$ cat src/hw/rtl/cfpt_pkg.sv
package cfpt_pkg;

    // width of the numerator and of the quotient in the shared divider
    localparam int DIV_BITS = 32;

    // cadence field width and its saturation value
    localparam int CADENCE_BITS = 8;
    localparam logic [CADENCE_BITS-1:0] CADENCE_SAT = 8'd255;

    // configuration registers
    localparam int CFG_DATA_BITS = 32;
    localparam int LIMIT_BITS    = 3;
    localparam logic CFG_NUMERATOR  = 1'b0;
    localparam logic CFG_IDLE_LIMIT = 1'b1;
    localparam logic [DIV_BITS-1:0]   NUMERATOR_RESET  = 32'd3932160;
    localparam logic [LIMIT_BITS-1:0] IDLE_LIMIT_RESET = 3'd4;

    // request kinds carried in tuser
    localparam logic REQ_PULSE = 1'b0;
    localparam logic REQ_TICK  = 1'b1;

    // pulse counter saturates at two
    localparam logic [1:0] PULSES_FULL = 2'd2;

    // sequencer states
    typedef enum logic [4:0] {
        ST_IDLE  = 5'b00001,
        ST_EVAL  = 5'b00010,
        ST_READ2 = 5'b00100,
        ST_DIV   = 5'b01000,
        ST_DONE  = 5'b10000
    } t_state;

endpackage

$ cat src/hw/rtl/cfpt_div.sv
module cfpt_div #(
    parameter int DIVISOR_BITS = 24
) (
    input  logic                          i_clk,
    input  logic                          i_rst_n,
    input  logic                          i_start,
    input  logic [cfpt_pkg::DIV_BITS-1:0] i_dividend,
    input  logic [DIVISOR_BITS-1:0]       i_divisor,
    output logic                          o_done,
    output logic [cfpt_pkg::DIV_BITS-1:0] o_quot
);

    localparam int CNT_BITS = $clog2(cfpt_pkg::DIV_BITS);

    logic [DIVISOR_BITS-1:0]       r_rem;
    logic [DIVISOR_BITS-1:0]       r_divisor;
    logic [cfpt_pkg::DIV_BITS-1:0] r_quot;
    logic [CNT_BITS-1:0]           r_cnt;
    logic                          r_busy;
    logic                          r_done;

    logic [DIVISOR_BITS:0]         w_shift;
    logic [DIVISOR_BITS:0]         w_sub;
    logic                          w_ge;

    // one restoring step: shift in the next numerator bit, subtract if it fits
    assign w_shift = {r_rem, r_quot[cfpt_pkg::DIV_BITS-1]};
    assign w_ge    = (w_shift >= {1'b0, r_divisor});
    assign w_sub   = w_shift - {1'b0, r_divisor};

    // control: iteration counter and done strobe
    always_ff @(posedge i_clk) begin
        if (!i_rst_n) begin
            r_busy <= 1'b0;
            r_done <= 1'b0;
            r_cnt  <= '0;
        end else begin
            r_done <= 1'b0;
            if (i_start) begin
                r_busy <= 1'b1;
                r_cnt  <= CNT_BITS'(cfpt_pkg::DIV_BITS - 1);
            end else if (r_busy) begin
                r_cnt <= r_cnt - 1'b1;
                if (r_cnt == '0) begin
                    r_busy <= 1'b0;
                    r_done <= 1'b1;
                end
            end
        end
    end

    // datapath: remainder and quotient shift register
    always_ff @(posedge i_clk) begin
        if (i_start) begin
            r_rem     <= '0;
            r_quot    <= i_dividend;
            r_divisor <= i_divisor;
        end else if (r_busy) begin
            r_rem  <= w_ge ? w_sub[DIVISOR_BITS-1:0] : w_shift[DIVISOR_BITS-1:0];
            r_quot <= {r_quot[cfpt_pkg::DIV_BITS-2:0], w_ge};
        end
    end

    assign o_done = r_done;
    assign o_quot = r_quot;

endmodule

$ cat src/hw/rtl/cadence_from_pulse_timestamps.sv
// channel   | direction | tdata                 | tuser
// ----------+-----------+-----------------------+----------------------
// s_axis    | in        | timestamp             | req_type (0 pulse)
// m_axis    | out       | cadence               | idle_reset
// cfg       | in        | numerator / limit     | index 0 / 1
//
// a pulse that yields a cadence goes from acceptance to the next ready through
// evaluate, 32 divider steps, the done strobe, the result hand-over and the
// return to idle; an idle tick that moves the newest slot adds a slot read.
// other items go from evaluate to the hand-over. the radix-2 divider gives one
// quotient bit a cycle; reset is synchronous and needs no clearing pass.
// the output register lets the next request in while a result waits.
module cadence_from_pulse_timestamps #(
    parameter int TIMESTAMP_BITS = 24,
    parameter int RING_DEPTH     = 3
) (
    input  logic                               i_clk,
    input  logic                               i_rst_n,
    // slave side
    input  logic                               s_axis_tvalid,
    output logic                               s_axis_tready,
    input  logic [((TIMESTAMP_BITS+7)/8)*8-1:0] s_axis_tdata,  // timestamp
    input  logic                               s_axis_tuser,  // req_type
    // master side
    output logic                               m_axis_tvalid,
    input  logic                               m_axis_tready,
    output logic [cfpt_pkg::CADENCE_BITS-1:0]  m_axis_tdata,  // cadence
    output logic                               m_axis_tuser,  // idle_reset
    // configuration
    input  logic                               i_cfg_we,
    input  logic                               i_cfg_idx,
    input  logic [cfpt_pkg::CFG_DATA_BITS-1:0] i_cfg_data
);

    localparam int SLOT_BITS = (RING_DEPTH > 1) ? $clog2(RING_DEPTH) : 1;
    localparam logic [SLOT_BITS-1:0] LAST_SLOT = SLOT_BITS'(RING_DEPTH - 1);

    // configuration registers
    logic [cfpt_pkg::DIV_BITS-1:0]   r_num;
    logic [cfpt_pkg::LIMIT_BITS-1:0] r_limit;

    // measurement state
    cfpt_pkg::t_state                r_state, n_state;
    logic [TIMESTAMP_BITS-1:0]       r_times [RING_DEPTH];
    logic [TIMESTAMP_BITS-1:0]       n_times [RING_DEPTH];
    logic [SLOT_BITS-1:0]            r_wslot, n_wslot;
    logic [1:0]                      r_pseen, n_pseen;
    logic                            r_pst, n_pst;
    logic [cfpt_pkg::LIMIT_BITS-1:0] r_idle, n_idle;
    logic [cfpt_pkg::CADENCE_BITS-1:0] r_cad, n_cad;
    logic                            r_cleared, n_cleared;

    // captured request
    logic                            r_kind;
    logic [TIMESTAMP_BITS-1:0]       r_now;

    // output register
    logic                            r_out_valid, n_out_valid;
    logic [cfpt_pkg::CADENCE_BITS-1:0] r_out_cad;
    logic                            r_out_clr;

    // slot arithmetic and the single read port of the ring
    logic [SLOT_BITS-1:0]            w_slot_next;
    logic [SLOT_BITS-1:0]            w_slot_prev;
    logic [SLOT_BITS-1:0]            w_rd_addr;
    logic [TIMESTAMP_BITS-1:0]       w_rd_data;
    logic [TIMESTAMP_BITS-1:0]       w_diff;
    logic                            w_do_rate;
    logic                            w_div_start;
    logic                            w_div_done;
    logic [cfpt_pkg::DIV_BITS-1:0]   w_quot;
    logic                            w_accept;

    assign w_slot_next = (r_wslot == LAST_SLOT) ? '0 : r_wslot + 1'b1;
    assign w_slot_prev = (r_wslot == '0) ? LAST_SLOT : r_wslot - 1'b1;

    // read address follows the sequencer step
    always_comb begin
        case (r_state)
            cfpt_pkg::ST_EVAL:
                w_rd_addr = (r_kind == cfpt_pkg::REQ_PULSE) ? w_slot_next : w_slot_prev;
            default:
                w_rd_addr = r_wslot;
        endcase
    end

    assign w_rd_data = r_times[w_rd_addr];
    assign w_diff    = r_now - w_rd_data;
    assign w_accept  = s_axis_tvalid && s_axis_tready;
    assign s_axis_tready = (r_state == cfpt_pkg::ST_IDLE);

    // shared divider: numerator over wrapped period
    cfpt_div #(
        .DIVISOR_BITS(TIMESTAMP_BITS)
    ) u_div (
        .i_clk      (i_clk),
        .i_rst_n    (i_rst_n),
        .i_start    (w_div_start),
        .i_dividend (r_num),
        .i_divisor  (w_diff),
        .o_done     (w_div_done),
        .o_quot     (w_quot)
    );

    // sequencer and state update
    always_comb begin
        n_state     = r_state;
        n_times     = r_times;
        n_wslot     = r_wslot;
        n_pseen     = r_pseen;
        n_pst       = r_pst;
        n_idle      = r_idle;
        n_cad       = r_cad;
        n_cleared   = r_cleared;
        n_out_valid = r_out_valid;
        w_do_rate   = 1'b0;
        w_div_start = 1'b0;

        // the waiting result leaves when taken
        if (m_axis_tready) begin
            n_out_valid = 1'b0;
        end

        case (r_state)
            cfpt_pkg::ST_IDLE: begin
                if (s_axis_tvalid) begin
                    n_cleared = 1'b0;
                    n_state   = cfpt_pkg::ST_EVAL;
                end
            end
            cfpt_pkg::ST_EVAL: begin
                n_state = cfpt_pkg::ST_DONE;
                if (r_kind == cfpt_pkg::REQ_PULSE) begin
                    // store pulse, rate against the oldest slot
                    n_times[r_wslot] = r_now;
                    n_wslot = w_slot_next;
                    n_pst   = 1'b1;
                    if (r_pseen < cfpt_pkg::PULSES_FULL) begin
                        n_pseen = r_pseen + 1'b1;
                    end
                    if (r_pseen != '0) begin
                        w_do_rate = 1'b1;
                    end
                end else if (r_pst) begin
                    n_pst = 1'b0;
                end else if (r_idle >= r_limit) begin
                    // idle too long: clear the measurement
                    for (int i = 0; i < RING_DEPTH; i++) begin
                        n_times[i] = '0;
                    end
                    n_wslot   = '0;
                    n_pseen   = '0;
                    n_idle    = '0;
                    n_cad     = '0;
                    n_cleared = 1'b1;
                end else begin
                    // decay: move the newest nonzero slot to now
                    n_idle = r_idle + 1'b1;
                    if (w_rd_data != '0) begin
                        n_times[w_slot_prev] = r_now;
                        n_state = cfpt_pkg::ST_READ2;
                    end
                end
            end
            cfpt_pkg::ST_READ2: begin
                w_do_rate = 1'b1;
            end
            cfpt_pkg::ST_DIV: begin
                if (w_div_done) begin
                    n_cad   = (|w_quot[cfpt_pkg::DIV_BITS-1:cfpt_pkg::CADENCE_BITS])
                              ? cfpt_pkg::CADENCE_SAT
                              : w_quot[cfpt_pkg::CADENCE_BITS-1:0];
                    n_state = cfpt_pkg::ST_DONE;
                end
            end
            cfpt_pkg::ST_DONE: begin
                if (!r_out_valid || m_axis_tready) begin
                    n_out_valid = 1'b1;
                    n_state     = cfpt_pkg::ST_IDLE;
                end
            end
            default: begin
                n_state = cfpt_pkg::ST_IDLE;
            end
        endcase

        // zero period saturates, otherwise start the divider
        if (w_do_rate) begin
            if (w_diff == '0) begin
                n_cad   = cfpt_pkg::CADENCE_SAT;
                n_state = cfpt_pkg::ST_DONE;
            end else begin
                w_div_start = 1'b1;
                n_state     = cfpt_pkg::ST_DIV;
            end
        end
    end

    // control and measurement registers
    always_ff @(posedge i_clk) begin
        if (!i_rst_n) begin
            r_state     <= cfpt_pkg::ST_IDLE;
            for (int i = 0; i < RING_DEPTH; i++) begin
                r_times[i] <= '0;
            end
            r_wslot     <= '0;
            r_pseen     <= '0;
            r_pst       <= 1'b0;
            r_idle      <= '0;
            r_cad       <= '0;
            r_cleared   <= 1'b0;
            r_out_valid <= 1'b0;
        end else begin
            r_state     <= n_state;
            r_times     <= n_times;
            r_wslot     <= n_wslot;
            r_pseen     <= n_pseen;
            r_pst       <= n_pst;
            r_idle      <= n_idle;
            r_cad       <= n_cad;
            r_cleared   <= n_cleared;
            r_out_valid <= n_out_valid;
        end
    end

    // configuration writes
    always_ff @(posedge i_clk) begin
        if (!i_rst_n) begin
            r_num   <= cfpt_pkg::NUMERATOR_RESET;
            r_limit <= cfpt_pkg::IDLE_LIMIT_RESET;
        end else if (i_cfg_we) begin
            case (i_cfg_idx)
                cfpt_pkg::CFG_NUMERATOR:  r_num   <= i_cfg_data;
                cfpt_pkg::CFG_IDLE_LIMIT: r_limit <= i_cfg_data[cfpt_pkg::LIMIT_BITS-1:0];
                default: begin
                end
            endcase
        end
    end

    // request capture and result payload
    always_ff @(posedge i_clk) begin
        if (w_accept) begin
            r_kind <= s_axis_tuser;
            r_now  <= s_axis_tdata[TIMESTAMP_BITS-1:0];
        end
        if ((r_state == cfpt_pkg::ST_DONE) && (!r_out_valid || m_axis_tready)) begin
            r_out_cad <= r_cad;
            r_out_clr <= r_cleared;
        end
    end

    assign m_axis_tvalid = r_out_valid;
    assign m_axis_tdata  = r_out_cad;
    assign m_axis_tuser  = r_out_clr;

    // divider only finishes while the sequencer waits for it
    a_div_done_in_div: assert property (@(posedge i_clk) disable iff (!i_rst_n)
        w_div_done |-> (r_state == cfpt_pkg::ST_DIV))
        else $error("divider finished outside its wait state");

    // one request at a time
    a_one_at_a_time: assert property (@(posedge i_clk) disable iff (!i_rst_n)
        w_accept |=> !s_axis_tready)
        else $error("request taken while one is in progress");

    // pulse counter never passes its saturation point
    a_pseen_sat: assert property (@(posedge i_clk) disable iff (!i_rst_n)
        r_pseen <= cfpt_pkg::PULSES_FULL)
        else $error("pulse counter beyond saturation");

    // a clearing result always reports zero cadence
    a_clear_zero: assert property (@(posedge i_clk) disable iff (!i_rst_n)
        (m_axis_tvalid && m_axis_tuser) |-> (m_axis_tdata == '0))
        else $error("idle clear with nonzero cadence");

    // write slot stays inside the ring
    a_slot_range: assert property (@(posedge i_clk) disable iff (!i_rst_n)
        r_wslot <= LAST_SLOT)
        else $error("write slot outside the ring");

endmodule

$ cat config.mk
export PLATFORM = sky130hd
export DESIGN_NAME = cadence_from_pulse_timestamps
export DESIGN_NICKNAME = d
export VERILOG_FILES = /design/src/hw/rtl/cfpt_pkg.sv /design/src/hw/rtl/cfpt_div.sv /design/src/hw/rtl/cadence_from_pulse_timestamps.sv
export SDC_FILE = /design/constraint.sdc
export NUM_CORES = 1
export LEC_CHECK = 0
export BUFFER_PORTS_ARGS = -buffer_cell sky130_fd_sc_hd__buf_2
export CAP_MARGIN = 20
export CORE_ASPECT_RATIO = 0.7
export CORE_MARGIN = 2
export CORE_UTILIZATION = 56
export DETAILED_ROUTE_END_ITERATION = 12
export PLACE_DENSITY = 0.8
export RECOVER_POWER = 25
export REMOVE_ABC_BUFFERS = 1
export SLEW_MARGIN = 30
export SYNTH_ARGS = -nofsm -noshare
export SYNTH_HDL_FRONTEND = slang
export SYNTH_SLANG_ARGS = --single-unit
$ cat constraint.sdc
create_clock -name i_clk -period 6.1 [get_ports i_clk]
set_input_delay 0.305 -clock i_clk [delete_from_list [all_inputs] [get_ports i_clk]]
set_output_delay 0.305 -clock i_clk [all_outputs]
set_load 0.01 [all_outputs]
==> key figures <==
Power
  – Clk pwr share: 41.1%
  – Sequential fraction of design power: 48.9%
  – Combinational power share: 10.0%
  – NetSw: 0.897 mW
  – Internal: 2.80 mW
  – Maximum VDD drop: 0.224 mV
  – Power per cell area: 233 nW/um^2
  – Sw Ratio: 24.3%
  – Static Leak: 6.19 nW

Timing
  – # setup viols final: 0
  – Tmin final: 5.70 ns
  – Relative slew slack: -203%
  – RSZ-0062 raised after global routing: false
  – Final hold vios: 0
  – Clk_skew: 0.0263 ns
  – Tightest Pin Transition: 4.54 ns
  – Highest Clock Rate: 176 MHz
  – Slew Limit Fails: 152
  – Final period utilization: 93.4%

Die
  – Cell row count: 48
  – Ports: 74
  – Core area: 24700 um^2
  – Initial Util: 56.9%
  – Die Ht: 137 um
  – Die Wd: 193 um
  – Die ar.: 26400 um^2

Setup path
  – CP Capture Type: register
  – Critical path's top delay family: simple AND/OR/NAND/NOR gates
  – Worst Reg-to-Reg Cells: 25
  – Buf/Inv on CP: 5
  – Critical Path AT: 5.96 ns
  – Slowest-stage cell, CP: or4_1
  – CP max stage delay: 0.44 ns
  – CP max FO: 9
  – R2R setup slack: 0.40 ns
  – Crit path required time: 6.37 ns
  – Beginning of the worst register-to-register path: r_wslot[1]
  – FF-to-FF End: u_div.o_quot[16]
  – Worst Setup Path Type: reg2reg
  – Startpoint types: register

Yosys
  – Ranking of synthesized cells by area: dfxtp_1, edfxtp_1, nand2_1
  – Synth top cells by count: nand2_1, dfxtp_1, a21boi_0
  – Sequential area share after synthesis: 42.2%
  – Post-synth top area cell: dfxtp_1
  – Post-synthesis cell type count: 90
  – Post-synth EDFFs: 90
  – Synth Warn #: 0
  – Ys async rst share: 0%
  – Synthesized netlist cell count: 1545
  – Syn avg cell area: 9.10 um^2
  – Flops & latches, synth: 251
  – Synth Cell Area: 14100 um^2
  – Top cell type's share of synthesized area: 22.9%
  – Most frequent cell after synthesis: nand2_1
  – Top FF cell, synth: dfxtp_1

Global route
  – Total track usage: 25.8%
  – Initial antenna violation count: 0
  – M1 GR Usage: 39.4%
  – Most utilized layer in the global route result: met1
  – Met2 global-route usage: 38.1%
  – Gr ovfl total: 0
  – Pin count of the biggest net entering global routing: 119
  – Vias in the first global route: 10900
  – First-pass GRT wire length: 56.1 mm
  – M3 GR Usage: 4.73%

Clock tree
  – CTS tree: built
  – Clk_lat worst skew: 0.54 ns
  – Number of clock sinks: 251
  – Clock root buffer: clkbuf_16
  – Longest Clk Path Bufs: 3
  – CTS Buf Count: 25
  – H-Tree Level Count: 1
  – Clock-pin slew on the worst setup and hold paths: 0.07 ns

Min path
  – Hold path depth: 3
  – Worst hold endpoint: r_num[4]
  – Hold path start: i_cfg_data[4]
  – Worst hold path type: in2reg

Detailed routing
  – Routed len/inst: 18.0 um
  – Vias per cell: 6.07
  – Drt first pass iters: 6
  – WL final: 35.5 mm
  – Vias: 11900
  – Post-route ant nets: 0
  – Initial DRC count: 1069
  – Drt drc: 0

Placement
  – GPL Wtd Cong: 0.948
  – # placed instances: 1887
  – Placed instance area: 14700 um^2
  – Buffers on Ports: 73
  – Dpl hpwl: 24.4 mm

Finish
  – Antenna cells: 0
  – Design area: 15800 um^2
  – Fraction of layout instances using a drive strength above 1: 11.3%
  – Synthesis-to-layout area growth: 12.7%
  – Fin cells: 1966
  – Nets: 1741

Status
  – Status: finished with violations
  – Violated checks: capacitance limit, slew limit

Run
  – Max-Cap Viols: 2
[sequential cells by signal, indices dropped and copies added (netlist names), 8 cells and up]
name	count
r_now	24
r_cad	8
u_div.r_divisor	24
u_div.o_quot	32
m_axis_tdata	8
u_div.r_rem	24
r_num	32
r_times	72
[per-layer routing]
layer,wire (um),vias up,share of wire (%)
met4,556,0,1.6
met1,17000,5679,48
met2,14800,469,42
met3,3070,53,8.6
met5,0,-,0
li1,-,5734,-
[what timing repair did]
action | CTS | global route
endpoints found under the hold margin | 28 | 0
resized for setup | 0 | 7
buffers inserted | 0 | 2
hold buffers | 28 | 0
endpoints found under the setup margin | 0 | 111
[worst max-delay path by stage]
stage | start | endpoint | slack (ns) | cells after the start
finish | r_wslot[1] | u_div.o_quot[16] | 0.40 | 25
global route | r_wslot[1] | u_div.o_quot[5] | 0.03 | 25
CTS | r_wslot[0] | u_div.r_rem[5] | 0.29 | 23
detailed placement | r_wslot[0] | u_div.r_rem[5] | 0.34 | 23
global placement | r_state[4] | u_div.r_divisor[16] | 0.43 | 22
floorplan | r_wslot[0] | u_div.o_quot[0] | -0.25 | 22
[power groups by stage]
stage | Combinational (mW) | Sequential, mW | Clock, mW
after CTS | 0.360 | 1.80 | 1.54
after floorplan | 0.226 | 1.82 | 0
after detailed placement | 0.344 | 1.84 | 0
after global routing | 0.405 | 1.81 | 1.61
final | 0.370 | 1.81 | 1.52
after global placement | 0.336 | 1.84 | 0
[kinds of logic after synthesis]
logic type,share of synthesized area [%]
AO/OA/AOI/OAI,21.5
flip-flops,42.2
AND/OR/NAND/NOR,20.3
XOR/XNOR,2.34
multiplexers,3.81
adder cells (fa/ha/maj),5.16
buffers and inverters,4.73
[metrics by stage]
step | power [mW] | worst slack, ns | setup TNS [ns] | util, % | hold slack, ns
floorplan | 2.05 | -0.253 | -8.08 | - | 0.371
global placement | 2.17 | 0.427 | 0 | 59.4 | 0.416
detailed placement | 2.18 | 0.342 | 0 | 59.5 | 0.420
CTS | 3.70 | 0.289 | 0 | 63.9 | 0.0116
global route | 3.82 | 0.0273 | 0 | 64.2 | 0.0240
finish | 3.70 | 0.405 | 0 | 64.2 | 0.0187
[cell usage in the layout, fill, tap and decap left out, types with 24 or more instances in the layout]
master	n
a21oi_1	77
clkbuf_1	24
nor2_1	75
dfxtp_1	160
ha_1	54
clkbuf_16	26
mux2_1	31
o21ai_0	52
nand3_1	104
a21o_1	34
buf_4	28
inv_1	63
edfxtp_1	90
a21boi_0	108
buf_2	60
nand2_1	249
dlygate4sd3_1	28
[tightest hold or removal path, delay by kind of cell]
family	cells	cell delay [ns]
buffers and inverters	1	0.10
AND/OR/NAND/NOR	1	0.04
AO/OA/AOI/OAI	1	0.06
[cell type report]
cell class,count,area [um^2]
Timing Repair Buffer,133,890
Clock buffer,37,702
Inverter,64,245
Tap cell,325,407
Multi-Input combinational cell,1147,7570
Sequential cell,251,5930
Fill cell,2043,8840
Clock inverter,9,97.6
Power figures use the tool's default switching activity.
